**src/hw/rtl/srss_ram.sv**
```systemverilog
module srss_ram #(
  parameter int W  = 64,
  parameter int D  = 16,
  parameter int AW = (D > 1) ? $clog2(D) : 1
) (
  input  logic          clk,
  input  logic          we,
  input  logic [AW-1:0] waddr,
  input  logic [W-1:0]  wdata,
  input  logic [AW-1:0] raddr,
  output logic [W-1:0]  rdata
);

  logic [W-1:0] mem [D];

  always_ff @(posedge clk) begin
    if (we) begin
      mem[waddr] <= wdata;
    end
    rdata <= mem[raddr];
  end

endmodule

```
**config.mk**
```make
export PLATFORM = sky130hd
export DESIGN_NAME = srss_ram
export DESIGN_NICKNAME = d
export VERILOG_FILES = /design/src/hw/rtl/srss_ram.sv
export SDC_FILE = /design/constraint.sdc
export NUM_CORES = 1
export LEC_CHECK = 0
export ABC_AREA = 1
export BUFFER_PORTS_ARGS = -buffer_cell sky130_fd_sc_hd__buf_2
export CELL_PAD_IN_SITES_DETAIL_PLACEMENT = 0
export CELL_PAD_IN_SITES_GLOBAL_PLACEMENT = 1
export CORE_ASPECT_RATIO = 1.4
export CORE_UTILIZATION = 30
export CTS_CLUSTER_SIZE = 30
export DETAILED_ROUTE_END_ITERATION = 12
export PLACE_DENSITY_LB_ADDON = 0.1
export SLEW_MARGIN = 20
export SYNTH_ARGS = -nofsm -noshare
export SYNTH_HDL_FRONTEND = slang
export SYNTH_SLANG_ARGS = --single-unit
export TNS_END_PERCENT = 20
```
**constraint.sdc**
```tcl
create_clock -name clk -period 4.1 [get_ports clk]
set_clock_uncertainty 0.05 [all_clocks]
set_input_delay 0 -clock clk [delete_from_list [all_inputs] [get_ports clk]]
set_output_delay 0 -clock clk [all_outputs]
set_load 0.005 [all_outputs]
```
==> run metrics <==
# H-tree levels 3; Synth Cell Area ~45000 um^2; hold depth 3; Port Buffers ~140; Final Power 24630 uW; Final setup viols 0; largest fanout on the critical path between 100 and 150; CTS buffer count between 100 and 150; Final #Nets 4463; fmax ~0.27 GHz; maxcap violations 0; post-route setup slack about 0.46 ns; crit path cell chain dlygate4sd3_1, buf_8, clkinv_16, buf_12, nand2_1, nand2_1, nand2_1, nand3_1, dlygate4sd3_1, nand3_1, dlygate4sd3_1, nand2_1, dlygate4sd3_1; IO Pins 138; filler instances about 15000; DRT antenna net count 0; Seq. cell area around 32000 um^2; CTS Root Cell clkbuf_16; clk buf depth 3; dpl hpwl 62.52 mm; WP data required ~4.7 ns; Crit path largest cell delay roughly 0.64 ns; sequential fraction of the synthesis area 0.7073; busiest layer in global routing met2; Die Area between 150000 and 200000 um^2; Synth area leaders edfxtp_1, nand2_1, nand3_1, inv_1, dfxtp_1; maximum vdd drop around 340 uV; TritonCTS clock tree done; P_leak 0.02201 uW; core area ~150000 um^2; Yosys top cell area share 0.6790; Worst-path clk slew 0.06 ns; Final Wtd Congestion 0.6828; #FFs+latches synth 1088; met2 Use GR 0.3008; area of the multi-input gates slightly above 9000 um^2; Worst-Margin Slew between 1 and 1.5 ns; Synthesis Warnings 0; met3 Track Usage GR 0.02157; Worst Setup Path Type in -> reg; fraction of layout cells with a size suffix above 1 0.08660; Post-Syn Nets around 4300; CP Launch Type primary input; WP data arrival about 4.2 ns; drt pass-1 iters 5; Final Slew Violations 0; Sink Count between 1000 and 1500; Setup crit end kind register; Place WS between 1.5 and 2 ns; status completed; Yosys top cell by area edfxtp_1; Syn Inst Count roughly 4200; Tcrit/Tclk final 0.8878; final hold vios 0; FP Rows between 150 and 200; Pwr Density about 470 nW/um^2; routed vias/inst 4.448; Initial Utilization 0.3022; RSZ-0062 raised after global routing false; die height around 460 um; largest net degree at the start of global routing about 190; Setup TNS 0 ns; Total GRT Usage 0.1776; Register-to-Register Path Depth 9; GR Layer Usage met1 0.2403; Netlist cell types 15; first-pass GRT wire length ~200 mm; GRT overflow 0; synthesized area per cell roughly 11 um^2; DR DRC count 0; minimum clock period 3.640 ns; vias in the first global route approximately 28000; WL/cell about 21 um; routed via count roughly 29000; initial antenna violation count 13; cts repair resizes 0; Area growth, synth to finish 16.25%; Die X about 330 um; Clock Latency Late Sink 0.73 ns; 1st-iter DRT viols approximately 1700; Slew headroom 0.2589; Worst path slowest cell dlygate4sd3_1; Routed WL about 130 mm; worst hold path class in -> reg
==> repair_timing <==
action                                  in CTS  in global routing
endpoints found under the setup margin       0                  0
hold endpoints to repair                  1060                  0
buffers inserted                             0                  0
hold buffers                                76                  0
==> per-layer routing <==
| layer | vias up | routed length [um] |
|---|---|---|
| met3 | 136 | 4114 |
| met4 | 16 | 2118 |
| met5 | - | 114 |
| li1 | 13960 | - |
| met2 | 409 | 65410 |
| met1 | 14170 | 62660 |
==> through the flow <==
| step | hold slack [ns] | instance area (um^2) | instances | utilization |
|---|---|---|---|---|
| global placement | 0.3293 | 48040 | 6149 | 0.3205 |
| detailed placement | 0.3291 | 48040 | 6149 | 0.3205 |
| finish | 0.06804 | 52640 | 6450 | 0.3513 |
| global route | 0.09154 | 52640 | 6450 | 0.3513 |
| floorplan | 0.04887 | 45290 | 4210 | - |
| CTS | 0.02652 | 52610 | 6446 | 0.3510 |
==> where the power goes <==
part / internal, uW / total (uW) / switching (uW)
combinational: 440 / 1510 / 1070
sequential: 12400 / 12500 / 102
clock: 6100 / 10600 / 4480
total: 19000 / 24600 / 5650
==> cell families (layout without fill, tap and decap cells) <==
| family | Yosys count | after routing | synth area share |
|---|---|---|---|
| buf+inv | 985 | 1267 | 0.09416 |
| flops | 1088 | 1088 | 0.7073 |
| other cells | 0 | 3 | 0 |
| simple gates | 2137 | 2137 | 0.1985 |
==> critical path: cells and delay by family <==
kind,cells,cell delay [ns]
buffers and inverters,7,3.67
AND/OR/NAND/NOR,6,0.42
==> state kept, by name, summed over array words and instances, names as in the netlist <==
register	cells
mem	1024
rdata	64
==> layout by cell type, fill, tap and decap left out, types with 3 or more instances in the layout <==
| master | instances |
|---|---|
| nand2_1 | 1349 |
| edfxtp_1 | 1024 |
| inv_1 | 770 |
| nand3_1 | 769 |
| buf_2 | 133 |
| clkbuf_16 | 119 |
| dlygate4sd3_1 | 76 |
| dfxtp_1 | 64 |
| clkbuf_1 | 35 |
| buf_4 | 31 |
| buf_12 | 28 |
| clkinv_2 | 21 |
| clkbuf_8 | 20 |
| nor2_4 | 16 |
| clkinv_1 | 13 |
| bufinv_16 | 7 |
| diode_2 | 3 |
| inv_6 | 3 |
==> synthesized netlist by cell type (all sizes together) <==
library cell,number
nand3b,2
nand3,769
nand2,1349
buf,190
clkbuf,21
dfxtp,64
edfxtp,1024
nor2,17
inv,774
==> final cells by class <==
type                       count  share of cell area
clock buffer                 173             0.06403
tap                         1955             0.04646
clock inverter                48            0.008318
antenna                        3           0.0001426
sequential                  1088              0.6084
multi-input combinational   2137              0.1731
inverter                     774             0.05602
timing repair buffer         272             0.04352
==> final timing paths <==
check                                           start                   end  slack (ns)
worst max register to register   mem[7][52]$_DFFE_PP_     rdata[52]$_DFF_P_        1.52
worst min-delay path                               we  mem[15][5]$_DFFE_PP_        0.07
worst min register to register  mem[10][33]$_DFFE_PP_     rdata[33]$_DFF_P_        0.59
worst max-delay path                         raddr[0]     rdata[52]$_DFF_P_        0.46
Power figures use the tool's default switching activity.
